**src/sv/lpfd_pkg.sv**
```systemverilog
// ----------------------------------------------------------------------------
// lpfd_pkg
// shared constants, codes and types of the length-prefixed frame decoder
// ----------------------------------------------------------------------------
package lpfd_pkg;

   localparam int MAX_LEN_BYTES = 2;
   localparam int LEN_CNT_W     = $clog2(MAX_LEN_BYTES + 1);

   localparam int BYTE_W      = 8;
   localparam int LEN_W       = 14;
   localparam int LEN_GROUP_W = 7;
   localparam int STATUS_W    = 2;

   localparam logic [BYTE_W-1:0] START_BYTE_RESET = 8'h7E;

   localparam logic KIND_DATA = 1'b0;
   localparam logic KIND_END  = 1'b1;

   localparam logic [STATUS_W-1:0] STATUS_GOOD     = 2'd0;
   localparam logic [STATUS_W-1:0] STATUS_BAD_CSUM = 2'd1;
   localparam logic [STATUS_W-1:0] STATUS_LEN_ERR  = 2'd2;

   typedef struct packed {
      logic                valid;
      logic                kind;
      logic [BYTE_W-1:0]   data;
      logic [STATUS_W-1:0] status;
      logic [LEN_W-1:0]    length;
   } result_type;

endpackage

```
**src/sv/lpfd_if.sv**
```systemverilog
// ----------------------------------------------------------------------------
// lpfd_if
// valid/ready channels of the frame decoder: received bytes and results
// ----------------------------------------------------------------------------
interface lpfd_req_if;
   logic       valid;
   logic       ready;
   logic [7:0] rx_byte;

   modport source (output valid, output rx_byte, input ready);
   modport sink (input valid, input rx_byte, output ready);
endinterface

interface lpfd_rsp_if;
   logic        valid;
   logic        ready;
   logic        out_kind;
   logic [7:0]  payload_byte;
   logic [1:0]  frame_status;
   logic [13:0] frame_length;

   modport source (output valid, output out_kind, output payload_byte,
                   output frame_status, output frame_length, input ready);
   modport sink (input valid, input out_kind, input payload_byte,
                 input frame_status, input frame_length, output ready);
endinterface

```
**src/sv/length_prefixed_frame_decoder_unit.sv**
```systemverilog
// ----------------------------------------------------------------------------
// length_prefixed_frame_decoder_unit
// hunts for the start byte, reads a 7-bit-group length, passes payload bytes
// through and closes each frame with a status item (xor checksum)
// ----------------------------------------------------------------------------
//   channel  dir  handshake     payload
//   req_ch   in   valid/ready   rx_byte
//   rsp_ch   out  valid/ready   out_kind, payload_byte, frame_status, frame_length
//   csr_*    in   write enable  start_byte
//
// one byte per cycle while req ready is high; the parser state updates in the
// cycle of acceptance and a result appears in the output register on the next cycle
// req ready is high while the output register is empty or being drained
// synchronous reset: start byte 0x7e, parser hunting, no result pending
// ----------------------------------------------------------------------------
module length_prefixed_frame_decoder_unit import lpfd_pkg::*; (
   input  logic              clock,
   input  logic              reset,
   lpfd_req_if.sink          req_ch,
   lpfd_rsp_if.source        rsp_ch,
   input  logic              csr_wr_en,
   input  logic [BYTE_W-1:0] csr_wr_data
);

   logic [BYTE_W-1:0] start_byte_ff;
   result_type        out_ff, out_in;
   result_type        core_result;
   logic              accept;

   assign req_ch.ready = !out_ff.valid || rsp_ch.ready;
   assign accept       = req_ch.valid && req_ch.ready;

   lpfd_core u_core (
      .clock      (clock),
      .reset      (reset),
      .accept     (accept),
      .rx_byte    (req_ch.rx_byte),
      .start_byte (start_byte_ff),
      .result     (core_result)
   );

   always_comb begin
      out_in = out_ff;
      if (core_result.valid) begin
         out_in = core_result;
      end else if (rsp_ch.ready) begin
         out_in.valid = 1'b0;
      end
   end

   always_ff @(posedge clock) begin
      if (reset) begin
         start_byte_ff <= START_BYTE_RESET;
         out_ff        <= '0;
      end else begin
         if (csr_wr_en) begin
            start_byte_ff <= csr_wr_data;
         end
         out_ff <= out_in;
      end
   end

   assign rsp_ch.valid        = out_ff.valid;
   assign rsp_ch.out_kind     = out_ff.kind;
   assign rsp_ch.payload_byte = out_ff.data;
   assign rsp_ch.frame_status = out_ff.status;
   assign rsp_ch.frame_length = out_ff.length;

endmodule

```
**src/sv/lpfd_core.sv**
```systemverilog
// ----------------------------------------------------------------------------
// lpfd_core
// frame parser state machine: one received byte per accepted item
// ----------------------------------------------------------------------------
module lpfd_core import lpfd_pkg::*; (
   input  logic              clock,
   input  logic              reset,
   input  logic              accept,
   input  logic [BYTE_W-1:0] rx_byte,
   input  logic [BYTE_W-1:0] start_byte,
   output result_type        result
);

   typedef enum logic [2:0] {
      PH_HUNT,
      PH_LEN,
      PH_DATA,
      PH_CHECK,
      PH_FILLER
   } phase_type;

   phase_type              phase_ff, phase_in;
   logic [LEN_W-1:0]       frame_len_ff, frame_len_in;
   logic [LEN_W-1:0]       byte_count_ff, byte_count_in;
   logic [BYTE_W-1:0]      running_xor_ff, running_xor_in;
   logic [LEN_CNT_W-1:0]   len_seen_ff, len_seen_in;

   logic [LEN_W-1:0]       len_grown;
   logic                   len_overflow;
   logic [LEN_W-1:0]       count_next;

   assign len_grown    = {frame_len_ff[LEN_W-LEN_GROUP_W-1:0], rx_byte[LEN_GROUP_W-1:0]};
   assign len_overflow = (frame_len_ff[LEN_W-1:LEN_W-LEN_GROUP_W] != '0);
   assign count_next   = byte_count_ff + LEN_W'(1);

   always_comb begin
      phase_in       = phase_ff;
      frame_len_in   = frame_len_ff;
      byte_count_in  = byte_count_ff;
      running_xor_in = running_xor_ff;
      len_seen_in    = len_seen_ff;
      result         = '0;

      case (phase_ff)
         PH_LEN: begin
            if (len_seen_ff >= LEN_CNT_W'(MAX_LEN_BYTES) || len_overflow) begin
               phase_in      = PH_HUNT;
               result.valid  = 1'b1;
               result.kind   = KIND_END;
               result.status = STATUS_LEN_ERR;
               result.length = frame_len_ff;
            end else begin
               running_xor_in = running_xor_ff ^ rx_byte;
               frame_len_in   = len_grown;
               if (rx_byte[BYTE_W-1]) begin
                  len_seen_in = len_seen_ff + LEN_CNT_W'(1);
               end else begin
                  byte_count_in = '0;
                  phase_in      = (len_grown == '0) ? PH_CHECK : PH_DATA;
               end
            end
         end
         PH_DATA: begin
            running_xor_in = running_xor_ff ^ rx_byte;
            byte_count_in  = count_next;
            if (count_next >= frame_len_ff) begin
               phase_in = PH_CHECK;
            end
            result.valid = 1'b1;
            result.kind  = KIND_DATA;
            result.data  = rx_byte;
         end
         PH_CHECK: begin
            running_xor_in = running_xor_ff ^ rx_byte;
            phase_in       = PH_FILLER;
         end
         PH_FILLER: begin
            phase_in      = PH_HUNT;
            result.valid  = 1'b1;
            result.kind   = KIND_END;
            result.status = (running_xor_ff == '0) ? STATUS_GOOD : STATUS_BAD_CSUM;
            result.length = frame_len_ff;
         end
         default: begin
            phase_in = PH_HUNT;
            if (rx_byte == start_byte) begin
               running_xor_in = rx_byte;
               frame_len_in   = '0;
               byte_count_in  = '0;
               len_seen_in    = '0;
               phase_in       = PH_LEN;
            end
         end
      endcase

      if (!accept) begin
         result.valid = 1'b0;
      end
   end

   always_ff @(posedge clock) begin
      if (reset) begin
         phase_ff       <= PH_HUNT;
         frame_len_ff   <= '0;
         byte_count_ff  <= '0;
         running_xor_ff <= '0;
         len_seen_ff    <= '0;
      end else if (accept) begin
         phase_ff       <= phase_in;
         frame_len_ff   <= frame_len_in;
         byte_count_ff  <= byte_count_in;
         running_xor_ff <= running_xor_in;
         len_seen_ff    <= len_seen_in;
      end
   end

endmodule

```
**src/flat_wrapper.sv**
```systemverilog
// flat-port wrapper written by rule: the top's interface ports become plain ports
module length_prefixed_frame_decoder_unit_flat import lpfd_pkg::*;
  (clock, reset, csr_wr_en, csr_wr_data, req_ch_valid, req_ch_rx_byte, req_ch_ready, rsp_ch_valid, rsp_ch_out_kind, rsp_ch_payload_byte, rsp_ch_frame_status, rsp_ch_frame_length, rsp_ch_ready);
  lpfd_req_if req_ch_i ();
  lpfd_rsp_if rsp_ch_i ();
  input  logic clock;
  input  logic reset;
  input  logic csr_wr_en;
  input  logic [BYTE_W-1:0] csr_wr_data;
  input wire logic [$bits(req_ch_i.valid)-1:0] req_ch_valid;
  input wire logic [$bits(req_ch_i.rx_byte)-1:0] req_ch_rx_byte;
  output wire logic [$bits(req_ch_i.ready)-1:0] req_ch_ready;
  output wire logic [$bits(rsp_ch_i.valid)-1:0] rsp_ch_valid;
  output wire logic [$bits(rsp_ch_i.out_kind)-1:0] rsp_ch_out_kind;
  output wire logic [$bits(rsp_ch_i.payload_byte)-1:0] rsp_ch_payload_byte;
  output wire logic [$bits(rsp_ch_i.frame_status)-1:0] rsp_ch_frame_status;
  output wire logic [$bits(rsp_ch_i.frame_length)-1:0] rsp_ch_frame_length;
  input wire logic [$bits(rsp_ch_i.ready)-1:0] rsp_ch_ready;
  assign req_ch_i.valid = req_ch_valid;
  assign req_ch_i.rx_byte = req_ch_rx_byte;
  assign req_ch_ready = req_ch_i.ready;
  assign rsp_ch_valid = rsp_ch_i.valid;
  assign rsp_ch_out_kind = rsp_ch_i.out_kind;
  assign rsp_ch_payload_byte = rsp_ch_i.payload_byte;
  assign rsp_ch_frame_status = rsp_ch_i.frame_status;
  assign rsp_ch_frame_length = rsp_ch_i.frame_length;
  assign rsp_ch_i.ready = rsp_ch_ready;
  length_prefixed_frame_decoder_unit u_core (.clock(clock), .reset(reset), .req_ch(req_ch_i), .rsp_ch(rsp_ch_i), .csr_wr_en(csr_wr_en), .csr_wr_data(csr_wr_data));
endmodule
```
**config.mk**
```make
export PLATFORM = sky130hd
export DESIGN_NAME = length_prefixed_frame_decoder_unit_flat
export DESIGN_NICKNAME = d
export VERILOG_FILES = /design/src/sv/lpfd_pkg.sv /design/src/sv/lpfd_if.sv /design/src/sv/length_prefixed_frame_decoder_unit.sv /design/src/sv/lpfd_core.sv /design/src/flat_wrapper.sv
export SDC_FILE = /design/constraint.sdc
export NUM_CORES = 1
export LEC_CHECK = 0
export ABC_AREA = 1
export BUFFER_PORTS_ARGS = -buffer_cell sky130_fd_sc_hd__buf_2
export CORE_MARGIN = 3
export CORE_UTILIZATION = 60
export DETAILED_ROUTE_END_ITERATION = 10
export MAX_ROUTING_LAYER = met4
export PLACE_DENSITY = 0.81
export SYNTH_ARGS = -nofsm -noshare
export SYNTH_HDL_FRONTEND = slang
export SYNTH_SLANG_ARGS = --single-unit
```
**constraint.sdc**
```tcl
create_clock -name clock -period 3.6 [get_ports clock]
set_clock_uncertainty 0.15 [all_clocks]
set_input_delay 0.72 -clock clock [delete_from_list [all_inputs] [get_ports clock]]
set_output_delay 0.72 -clock clock [all_outputs]
set_load 0.02 [all_outputs]
```
==> results of run 1 <==
-- cells by family (layout without fill, tap and decap cells) --
logic type | Yosys count | count (layout) | share of synthesized area, %
and+or+nand+nor | 278 | 278 | 31.0
DFF | 75 | 75 | 38.0
AOI/OAI and AO/OA | 97 | 97 | 12.8
xor gates and xnor gates | 19 | 19 | 4.21
buffers and inverters | 82 | 128 | 8.90
adders and majority gates | 16 | 16 | 5.07
-- how the worst max path moves through the flow --
stage | startpoint | to | slack [ns] | depth (start not counted)
after detailed placement | u_core.u_core.byte_count_ff[3] | u_core.u_core.phase_ff[2] | 0.89 | 13
after global placement | u_core.u_core.byte_count_ff[3] | u_core.u_core.phase_ff[0] | 0.98 | 13
final | u_core.u_core.byte_count_ff[3] | u_core.u_core.phase_ff[2] | 0.81 | 13
after floorplan | u_core.u_core.byte_count_ff[3] | u_core.u_core.phase_ff[0] | 1.20 | 13
after global routing | u_core.u_core.byte_count_ff[3] | u_core.u_core.phase_ff[2] | 0.59 | 14
after CTS | u_core.u_core.byte_count_ff[3] | u_core.u_core.phase_ff[2] | 0.84 | 13
-- layout make-up --
class / instances / share of cell area [%]
tap: 75 / 2.12
clock buffer: 9 / 2.80
timing repair buffer: 49 / 5.65
multi-input combinational: 410 / 47.3
clock inverter: 7 / 2.77
inverter: 63 / 5.40
sequential: 75 / 33.9
-- cell usage in the layout, fill, tap and decap left out, types with 2 or more instances in the layout --
cell type / Yosys / routed
nand2_1: 163 / 163
dfxtp_1: 75 / 75
a21oi_1: 72 / 72
inv_1: 52 / 52
buf_2: 3 / 47
nand3_1: 43 / 43
nor2_1: 31 / 31
o21ai_0: 19 / 19
ha_1: 16 / 16
xor2_1: 14 / 14
inv_2: 10 / 10
nand4_1: 9 / 9
clkbuf_8: 0 / 9
nor3_1: 7 / 7
nand2_2: 6 / 6
xnor2_1: 5 / 5
nor2_2: 4 / 4
and2_1: 4 / 4
nor4_1: 4 / 4
bufinv_16: 0 / 3
inv_6: 0 / 2
clkinvlp_4: 0 / 2
buf_4: 4 / 2
-- routing by layer --
layer,part of all wire (%),routed length (um),vias to the layer above
met3,7.0,685,22
met2,47,4550,158
li1,-,-,1909
met5,0,0,-
met1,44,4300,1724
met4,2.6,252,0
-- worst reg2reg max path, cell delays in order (launching register included) --
cell      delay (ns)
dfxtp_1         0.35
inv_1           0.10
nor4_2          0.54
nand4_1         0.20
and2_1          0.22
ha_1            0.29
nand2_1         0.06
o21bai_1        0.15
a21oi_1         0.12
nor2_1          0.06
nand2_1         0.10
nand2_1         0.15
nor2_1          0.15
nor2_1          0.06
-- cells in the mapped netlist, types with 5 or more instances --
library cell / number
nor3_1: 7
ha_1: 16
dfxtp_1: 75
inv_1: 52
inv_2: 10
clkbuf_1: 9
nand2_2: 6
nor2_1: 31
o21ai_0: 19
a21oi_1: 72
xor2_1: 14
nand2_1: 163
nand3_1: 43
xnor2_1: 5
nand4_1: 9
-- stage by stage --
step                utilization [%]  cell area (um2)  hold WS, ns  instances  setup slack [ns]
floorplan                         -             3950        0.294        567              1.20
global placement               68.2             4180        0.294        672             0.981
detailed placement             68.2             4180        0.300        672             0.891
CTS                            72.2             4430        0.312        688             0.837
global route                   72.2             4430        0.327        688             0.593
finish                         72.2             4430        0.309        688             0.809
-- state kept, by name (all words and copies together), names as in the netlist --
register,count
u_core.u_core.byte_count_ff,14
u_core.u_core.len_seen_ff,2
u_core.u_core.phase_ff,3
u_core.rsp_ch.frame_length,14
u_core.u_core.running_xor_ff,8
u_core.rsp_ch.payload_byte,8
u_core.rsp_ch.out_kind,1
u_core.start_byte_ff,8
u_core.u_core.frame_len_ff,14
u_core.rsp_ch.valid,1
u_core.rsp_ch.frame_status,2
-- power by group through the flow --
stage / combinational [W] / clock, W / sequential [W]
6_report: 0.000265 / 0.000801 / 0.000883
3_5_place_dp: 0.000259 / 0 / 0.000901
4_1_cts: 0.000262 / 0.000808 / 0.000882
3_3_place_gp: 0.000254 / 0 / 0.000900
2_1_floorplan: 0.000189 / 0 / 0.000907
5_1_grt: 0.000294 / 0.000849 / 0.000886
==> flow_metrics.env, run 1 <==
export IMPL_status="finished clean"
export IMPL_netlist_area_um2=3950
export IMPL_area_growth_syn_to_layout_pct=12.1
export IMPL_synthFlopType="dfxtp_1"
export IMPL_viasPerCell=5.54
export IMPL_wl_per_cell_um=14.2
export IMPL_path_cells="inv_1, nor4_2, nand4_1, and2_1, ha_1, nand2_1, o21bai_1, a21oi_1, nor2_1, nand2_1, nand2_1, nor2_1, nor2_1"
export IMPL_max_freq_mhz=358
export IMPL_slew_violations=0
export IMPL_ys_warn_count=0
export IMPL_crit_buf_inv=1
export IMPL_worstHoldEndpoint="u_core.rsp_ch.payload_byte[0]"
export IMPL_start_kind="flip-flop"
export IMPL_drt_total_wl_mm=9.79
export IMPL_maxCapViolations=0
export IMPL_yosysTopAreaCellShare_pct=38.0
export IMPL_syn_inst=567
export IMPL_ios=48
export IMPL_insertion_delay_ns=0.35
export IMPL_setup_tns_final_ns=0
export IMPL_cp_top_family="simple AND/OR/NAND/NOR gates"
export IMPL_seq_area_um2=1500
export IMPL_synth_seq_cells=75
export IMPL_cellLeakagePower_nw=1.96
export IMPL_critical_path_max_fanout=6
export IMPL_post_cts_buffers=0
export IMPL_switching_share_pct=27.9
export IMPL_grt_overflow=0
export IMPL_final_fill_count=533
export IMPL_yosys_area_top_type="dfxtp_1"
export IMPL_finalHoldViolations=0
export IMPL_ys_async_sr_fraction_pct=0
export IMPL_htreeDepth=3
export IMPL_syn_num_nets=604
export IMPL_ff2ff_path_depth=13
export IMPL_nets=645
export IMPL_drt_initial_drc_count=331
export IMPL_grt_usage_pct=27.6
export IMPL_power_w=0.00195
export IMPL_pwr_share_comb_pct=13.6
export IMPL_ff2ff_setup_slack_ns=0.81
export IMPL_worstMarginPinSlew_ns=0.537
export IMPL_grt_pass1_wl_mm=16.2
export IMPL_synth_seq_area_share_pct=38.0
export IMPL_syn_avg_cell_area_um2=6.96
export IMPL_core_um2=6130
export IMPL_p_clk_share_pct=41.1
export IMPL_arrival_ns=2.89
export IMPL_die_x_um=87.1
export IMPL_cp_required_ns=3.70
export IMPL_cp_slowest_cell="nor4_2"
export IMPL_finalSetupViolCount=0
export IMPL_cts_buffers=9
export IMPL_ys_top_cells_by_area="dfxtp_1 38%, nand2_1 15%, a21oi_1 9.1%"
export IMPL_drtAntennaViolNets=0
export IMPL_vdd_ir_drop_max_mv=0.318
export IMPL_dp_hpwl_mm=6.91
export IMPL_start_util_pct=64.4
export IMPL_relSlewSlack_pct=63.9
export IMPL_gr_usage_met3_pct=5.58
export IMPL_cts_tree="done"
export IMPL_drc=0
export IMPL_cts_path_max_buffers=2
export IMPL_worstSetupPathType="reg2reg"
export IMPL_drive_gt1_share_pct=15.5
export IMPL_grt_pass1_vias=3441
export IMPL_rsz0062_at_grt="false"
export IMPL_power_density_nw_per_um2=440
export IMPL_r2r_start="u_core.u_core.byte_count_ff[3]"
export IMPL_gp_congestion=0.977
export IMPL_fp_dieH_um=87.1
export IMPL_endpoint_kind="flip-flop"
export IMPL_min_from="u_core.rsp_ch.payload_byte[0]"
export IMPL_antenna_cells=0
export IMPL_vias=3813
export IMPL_cts_sinks=75
export IMPL_hold_depth=2
export IMPL_rows=28
export IMPL_synth_edff_count=0
export IMPL_hp_class="reg2reg"
export IMPL_r2r_end="u_core.u_core.phase_ff[2]"
export IMPL_met1_usage_pct=35.8
export IMPL_cts_resized=0
export IMPL_die_area_um2=7590
export IMPL_grt_start_max_net_pins=40
export IMPL_grt_busiest_layer="met2"
export IMPL_clk_pin_slew_worst_paths_ns=0.08
export IMPL_min_period_ns=2.79
export IMPL_cts_hold_buf=0
export IMPL_pwr_share_seq_pct=45.3
export IMPL_critPathMaxStageDelay_ns=0.54
export IMPL_post_route_period_util_pct=77.5
export IMPL_io_buffers=47
export IMPL_p_sw_w=0.000544
export IMPL_grt_use_met2_pct=42.9
export IMPL_p_int_w=0.00140
export IMPL_cts_root_buffer="clkbuf_8"
export IMPL_antenna_found_initial=0
export IMPL_synth_distinct_cells=35
export IMPL_dr_pass1_iters=5
export IMPL_multiInputGateArea_um2=2100
(Power assumes the default switching activity.)
==> inputs of run 2 (changes only) <==
CORE_UTILIZATION = 58   (was 60)
PLACE_DENSITY = 0.79   (was 0.81)
clock period = 2.7 ns   (was 3.6 ns; I/O delays follow)
==> run 2 against run 1 <==
Against the previous run: utilization is 3.0 points lower; count of clock-buffer cells in the layout is 1 higher; critical path depth is 4 higher; routed wire length is 0.94% lower; global-route usage is 0.48 points lower; die area is 3.2% higher; via count is 1.5% higher; maximum frequency is 11% higher; non-clock buffer count is 6 higher; sequential power is 34% higher; first-iteration DRC count is 6.6% higher; hold slack worse by 0.070 ns.
==> flow_metrics.env, run 2 (same netlist as run 1, synthesis figures left out) <==
export IMPL_cts_sinks=75
export IMPL_antenna_found_initial=0
export IMPL_clk_pin_slew_worst_paths_ns=0.08
export IMPL_drt_initial_drc_count=353
export IMPL_endpoint_kind="flip-flop"
export IMPL_power_density_nw_per_um2=538
export IMPL_stdcell_area_um2=4470
export IMPL_die_area_um2=7830
export IMPL_drive_gt1_share_pct=18.1
export IMPL_cellLeakagePower_nw=1.98
export IMPL_grt_overflow=0
export IMPL_wl_per_cell_um=13.9
export IMPL_worstSetupPathType="reg2reg"
export IMPL_status="finished clean"
export IMPL_grt_start_max_net_pins=35
export IMPL_insertion_delay_ns=0.36
export IMPL_start_kind="flip-flop"
export IMPL_hold_worst_slack_ns=0.239
export IMPL_maxCapViolations=0
export IMPL_p_clk_share_pct=36.7
export IMPL_drc=0
export IMPL_postPlaceCellArea_um2=4210
export IMPL_rows=29
export IMPL_setup_tns_final_ns=0
export IMPL_cts_root_buffer="clkbuf_8"
export IMPL_htreeDepth=3
export IMPL_viasPerCell=5.56
export IMPL_vdd_ir_drop_max_mv=0.427
export IMPL_cts_path_max_buffers=2
export IMPL_fp_dieH_um=88.5
export IMPL_hp_class="in2reg"
export IMPL_cp_required_ns=2.80
export IMPL_dpl_cell_count=678
export IMPL_antenna_cells=0
export IMPL_max_freq_mhz=399
export IMPL_pwr_share_comb_pct=14.4
export IMPL_layout_cells_non_filler=696
export IMPL_final_cell_mix="162 x nand2_1, 72 x dfxtp_1, 71 x a21oi_1, 51 x inv_1, 47 x buf_2"
export IMPL_io_buffers=47
export IMPL_dp_hpwl_mm=6.87
export IMPL_vias=3871
export IMPL_post_route_period_util_pct=92.8
export IMPL_critical_path_max_fanout=6
export IMPL_cts_hold_buf=0
export IMPL_pwr_share_seq_pct=48.9
export IMPL_ios=48
export IMPL_finalHoldViolations=0
export IMPL_drtAntennaViolNets=0
export IMPL_dr_pass1_iters=5
export IMPL_slew_violations=0
export IMPL_gp_congestion=0.932
export IMPL_final_util_pct=69.2
export IMPL_p_sw_w=0.000702
export IMPL_area_growth_syn_to_layout_pct=13.2
export IMPL_relSlewSlack_pct=58.5
export IMPL_arrival_ns=2.60
export IMPL_switching_share_pct=29.2
export IMPL_nets=651
export IMPL_grt_usage_pct=27.1
export IMPL_cts_tree="done"
export IMPL_min_period_ns=2.51
export IMPL_p_int_w=0.00170
export IMPL_grt_pass1_wl_mm=16.2
export IMPL_grt_pass1_vias=3466
export IMPL_final_common_cell="nand2_1"
export IMPL_finalSetupViolCount=0
export IMPL_start_util_pct=61.1
export IMPL_worstMarginPinSlew_ns=0.622
export IMPL_core_um2=6460
export IMPL_final_fill_count=559
export IMPL_die_x_um=88.5
export IMPL_cts_buffers=9
export IMPL_drt_total_wl_mm=9.69
run 2: cell count changes in the layout (fill, tap and decap cells not counted), moves of 2 or more:
cell       change
dfxtp_1        -3
inv_6          -2
clkinv_2       +2
bufinv_16      -2
clkinv_4       +2
dfxtp_2        +2
and2_1         -2
and2_4         +2
buf_4          +6
run 2: what timing repair did:
action	in CTS	in global routing
gates resized for setup	0	12
buffers inserted	0	2
hold endpoints to repair	0	0
endpoints found under the setup margin	0	3
run 2: path summary, 6_finish.rpt:
check	slack [ns]	to	cells after the start	start
max	0.19	u_core.u_core.phase_ff[1]	17	u_core.u_core.byte_count_ff[6]
min	0.24	u_core.start_byte_ff[4]	3	csr_wr_data[4]
max reg2reg	0.19	u_core.u_core.phase_ff[1]	17	u_core.u_core.byte_count_ff[6]
min reg2reg	0.31	u_core.rsp_ch.payload_byte[0]	2	u_core.rsp_ch.payload_byte[0]
run 2: power by group through the flow:
stage | sequential (W) | combinational, W | clock (W)
CTS | 0.00118 | 0.000344 | 0.000891
global placement | 0.00120 | 0.000337 | 0
global route | 0.00118 | 0.000392 | 0.000937
finish | 0.00118 | 0.000347 | 0.000884
detailed placement | 0.00120 | 0.000341 | 0
floorplan | 0.00121 | 0.000252 | 0
run 2: per-layer routing:
layer	track usage [%]	wire length [um]	up-vias
met2	41.8	4460	158
met4	11.4	218	0
met1	35.0	4340	1761
li1	-	-	1931
met3	4.56	681	21
met5	-	0	-
run 2: area by class of cell:
| type | count | area, um2 | area share, % |
|---|---|---|---|
| Multi-Input combinational cell | 410 | 2130 | 47.6 |
| Sequential cell | 75 | 1510 | 33.7 |
| Timing Repair Buffer | 55 | 295 | 6.61 |
| Inverter | 63 | 239 | 5.35 |
| Clock buffer | 10 | 138 | 3.08 |
| Tap cell | 77 | 96.3 | 2.16 |
| Clock inverter | 6 | 65.1 | 1.46 |
run 2: through the flow:
step | power [W] | setup WS (ns)
final | 0.00241 | 0.193
after CTS | 0.00241 | 0.127
after global routing | 0.00251 | -0.0179
after global placement | 0.00154 | 0.195
after detailed placement | 0.00154 | 0.171
after floorplan | 0.00146 | 0.298
run 2: worst max-delay path: stages (launching register included):
cell      delay [ns]
dfxtp_4         0.37
inv_1           0.06
nor4_2          0.26
buf_4           0.18
buf_4           0.11
a21o_1          0.12
and2_1          0.14
ha_1            0.24
nand2_1         0.06
inv_1           0.03
o21bai_1        0.11
a21oi_1         0.08
nor2_1          0.10
nand2_1         0.08
nand2_2         0.12
nand2_1         0.07
nand2_1         0.06
nor2_1          0.04
==> inputs of run 3 (changes only) <==
BUFFER_PORTS_ARGS = unset   (was -buffer_cell sky130_fd_sc_hd__buf_2)
CORE_UTILIZATION = 35   (was 58)
CTS_CLUSTER_SIZE = 16   (was unset)
DONT_BUFFER_PORTS = 1   (was unset)
PLACE_DENSITY = 0.48   (was 0.79)
==> run 3 against run 2 <==
Against the previous run: final area decreased by 2.0%; final cell count increased by 2.0%; global-route usage decreased by 8.7 points; clock power increased by 40%; critical path type unchanged; count of clock-buffer cells in the layout unchanged; critical endpoint is now u_core.u_core.phase_ff[0]; combinational power decreased by 17%; critical path depth decreased by 3; power increased by 13%; sequential share of layout area increased by 0.57 points.
==> flow_metrics.env, run 3 (same netlist as run 1, synthesis figures left out) <==
export IMPL_start_util_pct=36.1
export IMPL_min_period_ns=2.48
export IMPL_setup_ws_ns=0.217
export IMPL_viasPerCell=4.96
export IMPL_post_route_period_util_pct=92.0
export IMPL_grt_use_met2_pct=27.4
export IMPL_max_freq_mhz=403
export IMPL_antenna_found_initial=0
export IMPL_hold_worst_slack_ns=0.105
export IMPL_cts_root_buffer="clkbuf_16"
export IMPL_pwr_share_seq_pct=43.8
export IMPL_maxCapViolations=0
export IMPL_area_growth_syn_to_layout_pct=10.9
export IMPL_cts_tree="done"
export IMPL_vias=3522
export IMPL_antenna_cells=0
export IMPL_place_ws_ns=0.155
export IMPL_finalSetupViolCount=0
export IMPL_met1_usage_pct=23.6
export IMPL_cp_required_ns=2.79
export IMPL_dpl_cell_count=694
export IMPL_critical_path_max_fanout=6
export IMPL_drtAntennaViolNets=0
export IMPL_cts_sinks=75
export IMPL_grt_usage_pct=18.3
export IMPL_drt_total_wl_mm=10.7
export IMPL_endpoint_kind="flip-flop"
export IMPL_worstMarginPinSlew_ns=0.454
export IMPL_rows=38
export IMPL_htreeDepth=3
export IMPL_status="finished clean"
export IMPL_finalHoldViolations=0
export IMPL_arrival_ns=2.57
export IMPL_slew_violations=0
export IMPL_power_w=0.00272
export IMPL_grt_pass1_wl_mm=17.7
export IMPL_final_util_pct=40.1
export IMPL_grt_pass1_vias=3493
export IMPL_worstSetupPathType="reg2reg"
export IMPL_p_sw_w=0.000758
export IMPL_dr_pass1_iters=5
export IMPL_nets=602
export IMPL_core_um2=10900
export IMPL_dp_hpwl_mm=7.60
export IMPL_switching_share_pct=27.8
export IMPL_vdd_ir_drop_max_mv=0.386
export IMPL_die_x_um=112
export IMPL_hp_class="in2reg"
export IMPL_cellLeakagePower_nw=1.78
export IMPL_io_buffers=0
export IMPL_p_int_w=0.00196
export IMPL_insertion_delay_ns=0.35
export IMPL_clk_pin_slew_worst_paths_ns=0.07
export IMPL_drive_gt1_share_pct=10.5
export IMPL_gr_usage_met3_pct=3.40
export IMPL_ios=48
export IMPL_wl_per_cell_um=15.0
export IMPL_cts_path_max_buffers=2
export IMPL_grt_overflow=0
export IMPL_fp_dieH_um=112
export IMPL_drc=0
export IMPL_p_clk_share_pct=45.7
export IMPL_layout_cells_non_filler=710
export IMPL_start_kind="flip-flop"
export IMPL_pwr_share_comb_pct=10.5
export IMPL_grt_start_max_net_pins=65
export IMPL_drt_initial_drc_count=225
export IMPL_relSlewSlack_pct=69.7
export IMPL_final_cell_mix="162 x nand2_1, 74 x dfxtp_1, 72 x a21oi_1, 49 x inv_1, 43 x nand3_1"
export IMPL_die_area_um2=12600
export IMPL_gp_congestion=0.826
export IMPL_cts_buffers=9
export IMPL_final_common_cell="nand2_1"
export IMPL_cts_hold_buf=0
export IMPL_power_density_nw_per_um2=622
export IMPL_grt_busiest_layer="met2"
-- run 3: cell count changes in the layout (fill, tap and decap cells not counted), sizes merged --
cell	delta
inv	+3
clkinvlp	+1
clkinv	-4
buf	-49
-- run 3: final timing paths --
check	startpoint	end	slack [ns]	cells past startpoint
min reg2reg	u_core.start_byte_ff[5]	u_core.start_byte_ff[5]	0.33	2
max reg2reg	u_core.u_core.byte_count_ff[4]	u_core.u_core.phase_ff[0]	0.22	14
max	u_core.u_core.byte_count_ff[4]	u_core.u_core.phase_ff[0]	0.22	14
min	reset	u_core.rsp_ch.valid	0.11	1
-- run 3: repair_timing --
| item | CTS | global route |
|---|---|---|
| gates resized for setup | 0 | 9 |
| endpoints found under the setup margin | 0 | 3 |
| buffers inserted | 0 | 0 |
-- run 3: layer usage --
metal  wire length [um]  share of wire, %
met1               5200                49
met3                406               3.8
met2               4790                45
met4                276               2.6
met5                  0                 0
-- run 3: final cells by class --
cell class	count	area [um2]
clock buffers	10	229
clock inverters	6	71.3
fillers	1145	6560
inverters	63	239
multi-input cells	410	2120
flip-flops and latches	75	1500
well taps	140	175
repair buffers	6	45.0
-- run 3: power by group through the flow --
stage / clock, W / combinational (W) / sequential, W
2_1_floorplan: 0 / 0.000252 / 0.00121
3_3_place_gp: 0 / 0.000283 / 0.00122
6_report: 0.00124 / 0.000287 / 0.00119
4_1_cts: 0.00128 / 0.000289 / 0.00119
5_1_grt: 0.00132 / 0.000329 / 0.00120
3_5_place_dp: 0 / 0.000288 / 0.00122
-- run 3: through the flow --
stage                     cell area, um2  TNS [ns]
after detailed placement            4060         0
final                               4380         0
after global routing                4380   -0.0783
after CTS                           4360         0
after floorplan                     3950         0
after global placement              4060         0
-- run 3: worst max-delay path: stages (launching register included) --
cell	delay, ns
dfxtp_1	0.37
inv_2	0.09
nor4_2	0.24
buf_4	0.18
nand4_1	0.10
and2_1	0.19
ha_1	0.29
nand2_1	0.08
o21bai_1	0.16
a21oi_1	0.12
nor2_1	0.06
nand2_1	0.09
nand2_2	0.09
nor2_1	0.11
nor2_1	0.05
